File: src/design/cbb_pkg.sv
package cbb_pkg;

    localparam int MAX_DEGREE = 7;

    localparam int DEN_W = 64;
    localparam int QUO_W = 59;
    localparam int CNT_W = 6;

    localparam logic [CNT_W-1:0] RECIP_STEPS  = CNT_W'(QUO_W);
    localparam logic [CNT_W-1:0] WEIGHT_STEPS = CNT_W'(48);

    localparam logic signed [47:0] ONE_Q28 = 48'sd268435456;
    localparam logic [47:0] POS_CAP = 48'h7FFF_FFFF_FFFF;
    localparam logic [47:0] NEG_CAP = 48'h8000_0000_0000;

    typedef struct packed {
        logic             start;
        logic [DEN_W-1:0] rem0;
        logic [QUO_W-1:0] low;
        logic [CNT_W-1:0] count;
        logic [DEN_W-1:0] den;
    } t_div_req;

    typedef struct packed {
        logic             done;
        logic [QUO_W-1:0] quo;
    } t_div_rsp;

    // Chebyshev extreme points cos(pi*i/d) in signed Q2.30
    function automatic logic signed [31:0] cos_q30(input logic [2:0] d, input logic [2:0] i);
        logic signed [31:0] v;
        v = 32'sd0;
        unique case (d)
            3'd1: case (i)
                3'd0: v = 32'sd1073741824;
                3'd1: v = -32'sd1073741824;
                default: v = 32'sd0;
            endcase
            3'd2: case (i)
                3'd0: v = 32'sd1073741824;
                3'd2: v = -32'sd1073741824;
                default: v = 32'sd0;
            endcase
            3'd3: case (i)
                3'd0: v = 32'sd1073741824;
                3'd1: v = 32'sd536870912;
                3'd2: v = -32'sd536870912;
                3'd3: v = -32'sd1073741824;
                default: v = 32'sd0;
            endcase
            3'd4: case (i)
                3'd0: v = 32'sd1073741824;
                3'd1: v = 32'sd759250125;
                3'd3: v = -32'sd759250125;
                3'd4: v = -32'sd1073741824;
                default: v = 32'sd0;
            endcase
            3'd5: case (i)
                3'd0: v = 32'sd1073741824;
                3'd1: v = 32'sd868675383;
                3'd2: v = 32'sd331804471;
                3'd3: v = -32'sd331804471;
                3'd4: v = -32'sd868675383;
                3'd5: v = -32'sd1073741824;
                default: v = 32'sd0;
            endcase
            3'd6: case (i)
                3'd0: v = 32'sd1073741824;
                3'd1: v = 32'sd929887697;
                3'd2: v = 32'sd536870912;
                3'd4: v = -32'sd536870912;
                3'd5: v = -32'sd929887697;
                3'd6: v = -32'sd1073741824;
                default: v = 32'sd0;
            endcase
            3'd7: case (i)
                3'd0: v = 32'sd1073741824;
                3'd1: v = 32'sd967407956;
                3'd2: v = 32'sd669467077;
                3'd3: v = 32'sd238930034;
                3'd4: v = -32'sd238930034;
                3'd5: v = -32'sd669467077;
                3'd6: v = -32'sd967407956;
                default: v = -32'sd1073741824;
            endcase
            default: v = 32'sd0;
        endcase
        return v;
    endfunction

endpackage

File: src/design/cbb_div.sv
// Restoring divider, one quotient bit per cycle.
module cbb_div (
    input  logic              i_clk,
    input  logic              i_rst_n,
    input  cbb_pkg::t_div_req i_req,
    output cbb_pkg::t_div_rsp o_rsp
);

    logic                        r_busy;
    logic                        r_done;
    logic [cbb_pkg::DEN_W-1:0]   r_rem;
    logic [cbb_pkg::DEN_W-1:0]   r_den;
    logic [cbb_pkg::QUO_W-1:0]   r_low;
    logic [cbb_pkg::QUO_W-1:0]   r_quo;
    logic [cbb_pkg::CNT_W-1:0]   r_cnt;

    logic [cbb_pkg::DEN_W:0]     trial;
    logic                        fits;

    assign trial = {r_rem, r_low[cbb_pkg::QUO_W-1]};
    assign fits  = trial >= {1'b0, r_den};

    always_ff @(posedge i_clk) begin
        if (!i_rst_n) begin
            r_busy <= 1'b0;
            r_done <= 1'b0;
        end else begin
            r_done <= 1'b0;
            if (i_req.start) begin
                r_busy <= 1'b1;
                r_rem  <= i_req.rem0;
                r_den  <= i_req.den;
                r_low  <= i_req.low;
                r_cnt  <= i_req.count;
                r_quo  <= '0;
            end else if (r_busy) begin
                r_rem <= fits ? cbb_pkg::DEN_W'(trial - {1'b0, r_den})
                              : trial[cbb_pkg::DEN_W-1:0];
                r_quo <= {r_quo[cbb_pkg::QUO_W-2:0], fits};
                r_low <= {r_low[cbb_pkg::QUO_W-2:0], 1'b0};
                r_cnt <= r_cnt - 1'b1;
                if (r_cnt == cbb_pkg::CNT_W'(1)) begin
                    r_busy <= 1'b0;
                    r_done <= 1'b1;
                end
            end
        end
    end

    assign o_rsp.done = r_done;
    assign o_rsp.quo  = r_quo;

endmodule

File: config.mk
export PLATFORM = sky130hd
export DESIGN_NAME = cbb_div
export DESIGN_NICKNAME = d
export VERILOG_FILES = /design/src/design/cbb_pkg.sv /design/src/design/cbb_div.sv
export SDC_FILE = /design/constraint.sdc
export NUM_CORES = 1
export LEC_CHECK = 0
export ABC_AREA = 1
export ABC_CLOCK_PERIOD_IN_PS = 16200
export BUFFER_PORTS_ARGS = -buffer_cell sky130_fd_sc_hd__buf_2
export CAP_MARGIN = 5
export CORE_MARGIN = 3
export CORE_UTILIZATION = 63
export CTS_CLUSTER_SIZE = 28
export DETAILED_ROUTE_END_ITERATION = 8
export PLACE_DENSITY = 0.92
export SYNTH_ARGS = -nofsm -noshare
export SYNTH_HDL_FRONTEND = slang
export SYNTH_SLANG_ARGS = --single-unit
File: constraint.sdc
create_clock -name i_clk -period 16.2 [get_ports i_clk]
set_clock_uncertainty 0.1 [all_clocks]
set_input_delay 1.62 -clock i_clk [delete_from_list [all_inputs] [get_ports i_clk]]
set_output_delay 1.62 -clock i_clk [all_outputs]
set_load 0.02 [all_outputs]
# Word-level counts from Yosys, hierarchy flattened
# Index checks and enable logic that the tools add are counted.
# op_classes
n_addsub	2
order_cmp	1
n_eq_ne	1
muxes	12
n_bitwise	2
n_reduce_logical	4
# ops
operator	count
$mux W64	3
$mux W59	3
$ge A65 B64 Y1	1
$sub A64 B64 Y64	1
$mux W6	2
$eq A6 B1 Y1 const B	1
$sub A6 B1 Y6 const B	1
$mux W1	4
$reduce_and A2 Y1	2
$reduce_or A3 Y1	1
$not A1 Y1	2
$reduce_bool A2 Y1	1
# totals
reg_bits	254
inputBits	196
out_inout_bits	60

# Logic depth before layout (Yosys ltp)
# Gate-level depths: netlist of the first run.
# logic_depth
word_depth	4
mapped_depth	20
mapped_depth_nobuf	18

# Worst setup path after synthesis of the first run
# OpenSTA, ideal clock, no wires.
# synth_timing
path_type	input to register
from	input port i_req[193] (netlist bit)
to	register r_cnt[0] (netlist bit) (enable)
setup_ns	0.557
t_arrival_ns	5.917
required_time_ns	15.543
setup_slack_ns	9.627
path_stages	3
path_buffers	1
path_cell_list	clkbuf_1 -> nand2_1 -> nand2_1
# synth_via
elab_chain_len	2
# synth_lines
item	line_no	text
start, declared	cbb_div.sv:5	input cbb_pkg::t_div_req i_req,
$reduce_bool A2 Y1 (no source line)	n/a	
$reduce_and A2 Y1 (no source line)	n/a	
end signal, assigned	cbb_div.sv:34	r_cnt <= i_req.count;
end signal, assigned	cbb_div.sv:41	r_cnt <= r_cnt - 1'b1;
end, declared	cbb_div.sv:15	logic [cbb_pkg::CNT_W-1:0] r_cnt;
# Every way passes these cells.
# A chain may end at the register's enable or synchronous reset.

# Final worst setup path of the first run
# layout_timing
from	input port i_req[193] (netlist bit)
to	register r_low[9] (netlist bit) (enable)
# layout_via
elab_chain_len	2
# layout_lines
item	line_no	text
$reduce_bool A2 Y1 (no source line)	n/a	
$reduce_and A2 Y1 (no source line)	n/a	
end signal, assigned	cbb_div.sv:33	r_low <= i_req.low;
end signal, assigned	cbb_div.sv:40	r_low <= {r_low[cbb_pkg::QUO_W-2:0], 1'b0};
end, declared	cbb_div.sv:13	logic [cbb_pkg::QUO_W-1:0] r_low;
# Every way passes these cells.

==> summary.md, run 1 <==
| Metric | Value |
|---|---|
| Post-Synth XOR/XNOR Area | `roughly 1.7%` |
| Total Nets Final | `between 2000 and 3000` |
| Pwr Density | `~110 nW/µm²` |
| Syn Inst Count | `approximately 2400` |
| Fin crit share | `between 20% and 30%` |
| Avg Cell Area, Syn | `roughly 7 µm²` |
| Vias | `16700` |
| Syn nets | `approximately 2700` |
| MaxCap Viol Count | `0` |
| Fraction of layout cells with a size suffix above 1 | `about 14%` |
| Synth Area in Compound Gates | `1.63%` |
| Syn Std Cell Area | `between 15000 and 20000 µm²` |
| Initial DRC Count | `2237` |
| CP delay by family, top | `buffers and inverters` |
| Largest family of logic cells by synthesized area | `simple AND/OR/NAND/NOR gates` |
| Initial core utilization | `roughly 65%` |
| Drt drc | `0` |
| Largest area contributor in the netlist | `edfxtp_1` |
| Hold_buf cts | `0` |
| Crit path top cell by count | `buf_4` |
| Detailed Route WL | `58000 µm` |
| Commonest cells after routing, fill and taps aside | `1042 x nand2_1, 481 x inv_1, 254 x buf_2, 252 x edfxtp_1, 152 x nor2_1` |
| Endpoint type of the worst setup path | `flip-flop` |
| H-tree levels | `1` |
| Clk buf depth | `3` |
| Number of antenna violations at the first check in global routing | `3` |
| Hold violation total from the final report | `0` |
| VDD IR-drop max | `0.140 mV` |
| Detail Route Antenna Nets | `0` |
| FF+latch count, synth | `254` |
| Cts repair resizes | `0` |
| Fmax | `~210 MHz` |
| Total CTS buffers | `26` |
| Worst-skew pair later-pin latency | `around 0.57 ns` |
| DR pass1 iterations | `7` |
| Worst-path clk slew | `about 0.070 ns` |
| Fin cells | `2993` |
| Fin area | `a little under 20000 µm²` |
| Final min period | `approximately 4.7 ns` |
| Final total power | `around 2.2 mW` |
| Kind of critical path | `primary input to flip-flop` |
| Die height | `~170 µm` |
| Levels on crit path | `5` |
| Port Buf Inserts | `255` |
| Max-slew headroom | `roughly a quarter` |
| Ys Warns | `0` |
| Global route overflow | `0` |
| Global-route wire length before repair | `roughly 87000 µm` |
| Gpl congestion | `around 1` |
| Die width | `~170 µm` |
| Critical path's slowest cell | `buf_4` |
| Core Box Area | `between 20000 and 30000 µm²` |
| Crit path cell chain | `buf_6, nand2_1, nand2_4, buf_4, buf_4` |
| Seq/Total Area, Yosys | `between 40 and 50%` |
| Element type at the critical path start | `primary input` |
| Largest net degree at the start of global routing | `110` |
| HPWL Detailed | `slightly above 40000 µm` |
| DP Area | `approximately 19000 µm²` |
| Setup Buffers After CTS | `0` |
| Worst min-delay path class | `flip-flop to flip-flop` |
| Post-synthesis mux area share | `0%` |
| CTS tree | `yes` |
| Ranking of synthesized cells by area | `edfxtp_1 44%, nand2_1 23%, inv_1 10%, ha_1 4.8%, nor2_1 3.3%` |
| Die Area | `~30000 µm²` |
| CP arrival | `4.82 ns` |
| Distinct cells, synth | `36` |
| Area grow syn2layout | `13.6%` |
| Clk root buf | `clkbuf_16` |
| Status | `complete, no violations` |
| CP peak stage delay | `approximately 0.97 ns` |
| Fin. max-slew vios | `0` |
| Min Hold Slack | `0.422 ns` |
| Rows | `59` |
| Hold depth | `2` |
| Final setup vio count | `0` |
| Unrepaired setup endpoints after global routing | `false` |
| Gr usage total | `between 30% and 40%` |
| Share of Yosys cell area claimed by the top area cell type | `a little over two fifths` |
| Clock sink total | `~250` |
| Synth Area in Simple Gates | `35.2%` |
| Post-DR wirelength/cell | `19.4 µm` |
| Setup_tns | `0 ns` |
| R2R depth | `18` |
| I/O Pins | `256` |
| Commonest non-fill, non-tap cell in the layout | `nand2_1` |
| Post-Synth Adder-Cell Area | `4.90%` |
| Leak | `10.7 nW` |
| Critical Path RT | `about 16 ns` |
| Vias in the first global route | `16100` |
| CP Max Fanout | `86` |
| Placed cell count | `2943` |
| Worst Path Buf+Inv | `3` |
| Vias/cell | `~5.6` |
| Worst-Margin Slew | `1.12 ns` |
[tightest hold or removal path, stage by stage (launching register included)]
cell and delay [ns]:
edfxtp_1 0.32, nand2_1 0.05, nand2_1 0.05
[state kept, by name, indices dropped and copies added, names as in the netlist]
name / flops
r_done: 1
r_quo: 59
r_cnt: 6
r_low: 59
r_busy: 1
r_rem: 64
r_den: 64
[cell type report]
cell class,count,area (µm²)
diodes,4,10.0
repair buffers,262,1340
well taps,335,419
clock buffers,38,736
fillers,1901,6870
multi-input cells,1598,7500
inverters,494,1860
flip-flops and latches,254,7610
clock inverters,8,165
[final timing paths]
path	from	endpoint	slack (ns)
max	i_req[193]	r_low[9]	11.47
min	r_low[57]	r_low[58]	0.42
max reg2reg	r_rem[7]	r_rem[46]	12.13
min reg2reg	r_low[57]	r_low[58]	0.42
[synth_stat cells]
master / count
a21oi_1: 40
and2_1: 1
and3_1: 1
buf_1: 4
buf_12: 2
buf_2: 7
buf_4: 5
buf_6: 7
clkbuf_1: 30
dfxtp_1: 2
edfxtp_1: 252
fa_1: 1
ha_1: 66
inv_1: 482
inv_2: 12
nand2_1: 1043
nand2_2: 16
nand2_4: 5
nand3_1: 110
nand3_2: 12
nand3b_1: 55
nand4_1: 11
nor2_1: 152
nor2_2: 18
nor2_4: 6
nor3_1: 8
nor4_1: 4
nor4_4: 1
o21a_1: 1
o21ai_0: 10
o21ai_2: 1
o21bai_1: 1
o31ai_1: 1
or2_2: 1
xnor2_1: 32
xor2_1: 1
[cells by family after synthesis]
| kind of cell | count (synthesis) |
|---|---|
| buffers and inverters | 549 |
| and+or+nand+nor | 1444 |
| DFF | 254 |
| xor gates and xnor gates | 33 |
| AOI/OAI and AO/OA | 54 |
| adders and majority gates | 67 |
[where the power goes]
part / internal [mW] / switching [mW]
Sequential: 0.808 / 0.0349
Combinational: 0.224 / 0.491
Clock: 0.379 / 0.269
[routing by layer]
layer	wire length (µm)	part of all wire, %	up-vias	global-route usage (%)
li1	-	-	7769	-
met1	21200	37	7422	48.5
met2	27200	47	1224	65.8
met3	6500	11	238	7.33
met4	3100	5.3	4	15.9
met5	30	0.052	-	0
[stage by stage]
step                setup WS, ns  utilization [%]
finish                     11.47             74.1
global route               11.30             74.0
CTS                        11.60             74.0
detailed placement         11.01             70.6
global placement           11.12             70.6
floorplan                   9.63                -
Note: power is estimated with default switching activity, not from simulation.
==> run 2: changes to the inputs <==
- ABC_CLOCK_PERIOD_IN_PS: 16200 -> 4850
- CORE_UTILIZATION: 63 -> 59
- PLACE_DENSITY: 0.92 -> 0.87
- clock period: 16.2 -> 4.85 ns (I/O delays scaled with it)
==> run 2 against run 1 <==
Sequential share of layout area decreased by 1.2 points; clock-buffer cell count decreased by 10; worst hold slack got worse by 0.41 ns; final cell count increased by 3.4%; non-clock buffer count increased by 51; global-route usage decreased by 3.8 points; routed wire length decreased by 3.9%; largest cell class unchanged.
==> summary.md, run 2 (synthesis gave the netlist of run 1 again) <==
| Metric | Value |
|---|---|
| Worst-skew pair later-pin latency | `0.57 ns (about the same)` |
| H-tree levels | `1 (unchanged)` |
| R2R depth | `13 (-5)` |
| Reg2Reg Launch Point | `r_rem[47]` |
| VDD IR-drop max | `0.342 mV (+140%)` |
| Crit path top cell by count | `nand2_1` |
| HPWL Detailed | `40400 µm (-1.3%)` |
| Port Buf Inserts | `255 (unchanged)` |
| Post-Route Utilization | `70.3% (-3.8 points)` |
| MaxCap Viol Count | `0 (unchanged)` |
| Die width | `177 µm (+3.2%)` |
| Clock power share | `30.2% (+0.8 points)` |
| Cts repair resizes | `0 (unchanged)` |
| Post-DR wirelength/cell | `18.0 µm (-7.1%)` |
| Vias | `16200 (-2.7%)` |
| Rows | `62 (+5.1%)` |
| Initial core utilization | `60.0% (-5.2 points)` |
| Final setup vio count | `0 (unchanged)` |
| HP Start | `i_req[27]` |
| RR Endpoint | `r_rem[22]` |
| Critical path's slowest cell | `ha_1` |
| Fmax | `around 310 MHz` |
| Die Area | `31400 µm² (+6.5%)` |
| Gpl congestion | `1.03 (+1.6%)` |
| Core Box Area | `28800 µm² (+8.6%)` |
| Number of antenna violations at the first check in global routing | `7 (+4)` |
| Worst-Margin Slew | `1.04 ns (-0.0823 ns)` |
| Clk root buf | `clkbuf_16` |
| Clk buf depth | `3 (unchanged)` |
| Drt drc | `0 (unchanged)` |
| Gr usage total | `34.8% (-3.8 points)` |
| Commonest cells after routing, fill and taps aside | `1042 x nand2_1, 481 x inv_1, 254 x buf_2, 252 x edfxtp_1, 152 x nor2_1` |
| Global route overflow | `0 (unchanged)` |
| DR pass1 iterations | `5 (-2)` |
| Commonest non-fill, non-tap cell in the layout | `nand2_1` |
| Internal power | `4.76 mW (+240%)` |
| Fillers | `2302 (+21%)` |
| CP peak stage delay | `0.47 ns (-0.50 ns)` |
| Worst Hold Path EP | `r_den[27]` |
| Hold depth | `1 (-1)` |
| Total Nets Final | `2951 (+1.8%)` |
| Critical Path RT | `5.05 ns (-11.24 ns)` |
| Area grow syn2layout | `17.1%` |
| Leak | `10.9 nW (+2.3%)` |
| Hold violation total from the final report | `0 (unchanged)` |
| Vias in the first global route | `15900 (-0.83%)` |
| Sequential Power Share | `37.8% (-0.4 points)` |
| Sw frac | `35.6% (-0.43 points)` |
| CTS tree | `yes` |
| Fraction of layout cells with a size suffix above 1 | `14.2% (+0.20 points)` |
| Largest net degree at the start of global routing | `110 (unchanged)` |
| Die height | `177 µm (+3.2%)` |
| Unrepaired setup endpoints after global routing | `false` |
| Max-slew headroom | `30.8% (+5.5 points)` |
| Setup_tns | `0 ns (unchanged)` |
| Combinational power share | `32.0% (-0.4 points)` |
| Clock sink total | `254 (unchanged)` |
| Worst-path clk slew | `0.07 ns (about the same)` |
| Detail Route Antenna Nets | `0 (unchanged)` |
| Total CTS buffers | `27 (+3.8%)` |
| CP Max Fanout | `33 (-62%)` |
| I/O Pins | `256 (unchanged)` |
| Kind of critical path | `flip-flop to flip-flop` |
| Element type at the critical path start | `flip-flop` |
| Detailed Route WL | `55700 µm (-3.9%)` |
| Fin crit share | `66.6%` |
| Status | `complete, no violations` |
| Initial DRC Count | `1471 (-34%)` |
| Top flop regs | `r_den x64, r_rem x64` |
| Fin. max-slew vios | `0 (unchanged)` |
| Worst min-delay path class | `primary input to flip-flop` |
| Final min period | `between 3 and 4 ns` |
| Crit path cell chain | `ha_1, nand2_1, nor2_2, nand2_1, nor2_1, nand3_1, o21ai_2, nor2_4, nand2_4, buf_4, nand2_1, nand3_1, nand2_1` |
| Pwr Density | `366 nW/µm² (+230%)` |
| CP arrival | `3.43 ns (-1.39 ns)` |
| Sw power | `2.64 mW (+230%)` |
| Global-route wire length before repair | `84400 µm (-3.2%)` |
| Vias/cell | `5.24 (-5.9%)` |
| R2R Setup Slk | `1.62 ns (-10.51 ns)` |
| Endpoint type of the worst setup path | `flip-flop` |
run 2: cell types whose count changed in the layout (fill, tap and decap cells not counted), sizes merged:
cell,change
diode,-2
bufinv,+1
buf,+4
inv,+3
dlygate4sd3,+47
clkbuf,-10
clkinv,+10
run 2: power by group through the flow:
stage                     clock, mW  combinational (mW)  sequential (mW)
after floorplan                   0                1.57             2.87
after global placement            0                2.23             2.82
after detailed placement          0                2.27             2.83
final                          2.23                2.37             2.80
after CTS                      2.22                2.32             2.79
after global routing           2.31                2.63             2.82
run 2: how the worst max path moves through the flow:
stage	startpoint	endpoint	slack, ns	cells after the start
2_1_floorplan	i_req[193]	r_cnt[0]	1.28	3
3_3_place_gp	r_rem[51]	r_rem[42]	1.80	14
3_5_place_dp	r_rem[47]	r_rem[22]	1.67	13
4_1_cts	r_rem[47]	r_rem[22]	1.65	13
5_1_grt	r_rem[47]	r_rem[22]	1.49	13
6_report	r_rem[47]	r_rem[22]	1.62	13
run 2: through the flow:
stage	hold slack, ns	std cells	total power [mW]	area [µm²]	setup slack [ns]
floorplan	0.349	2401	4.44	17300	1.28
global placement	0.395	2996	5.06	18800	1.80
detailed placement	0.399	2996	5.10	18800	1.67
CTS	0.000551	3093	7.34	20200	1.65
global route	0.00239	3095	7.76	20200	1.49
finish	0.0112	3095	7.40	20200	1.62
run 2: timing repair:
item	in CTS	in global routing
hold buffers	47	0
hold endpoints to repair	47	0
setup buffers	0	0
endpoints found under the setup margin	0	0
run 2: layout make-up:
type / instances / area, µm² / share of cell area, %
Timing Repair Buffer: 313 / 1850 / 9.13
Antenna cell: 2 / 5.00 / 0.0247
Inverter: 494 / 1860 / 9.17
Sequential cell: 254 / 7610 / 37.6
Clock buffer: 28 / 679 / 3.36
Multi-Input combinational cell: 1598 / 7510 / 37.1
Tap cell: 384 / 480 / 2.37
Clock inverter: 22 / 251 / 1.24
run 2: metal layers:
metal	wire [µm]	part of all wire [%]	GRT usage, %	vias up
met3	5200	9.3	7.92	149
met5	41	0.074	0	-
met4	2530	4.5	13.5	8
met2	25900	46	57.5	794
li1	-	-	-	7893
met1	22100	40	44.5	7363
run 2: critical path, delay by kind of cell, from the launching register on:
kind,cells,cell delay (ns)
flops,1,0.39
buf+inv,1,0.40
compound gates,1,0.17
fa+ha+maj,1,0.47
simple gates,10,1.40
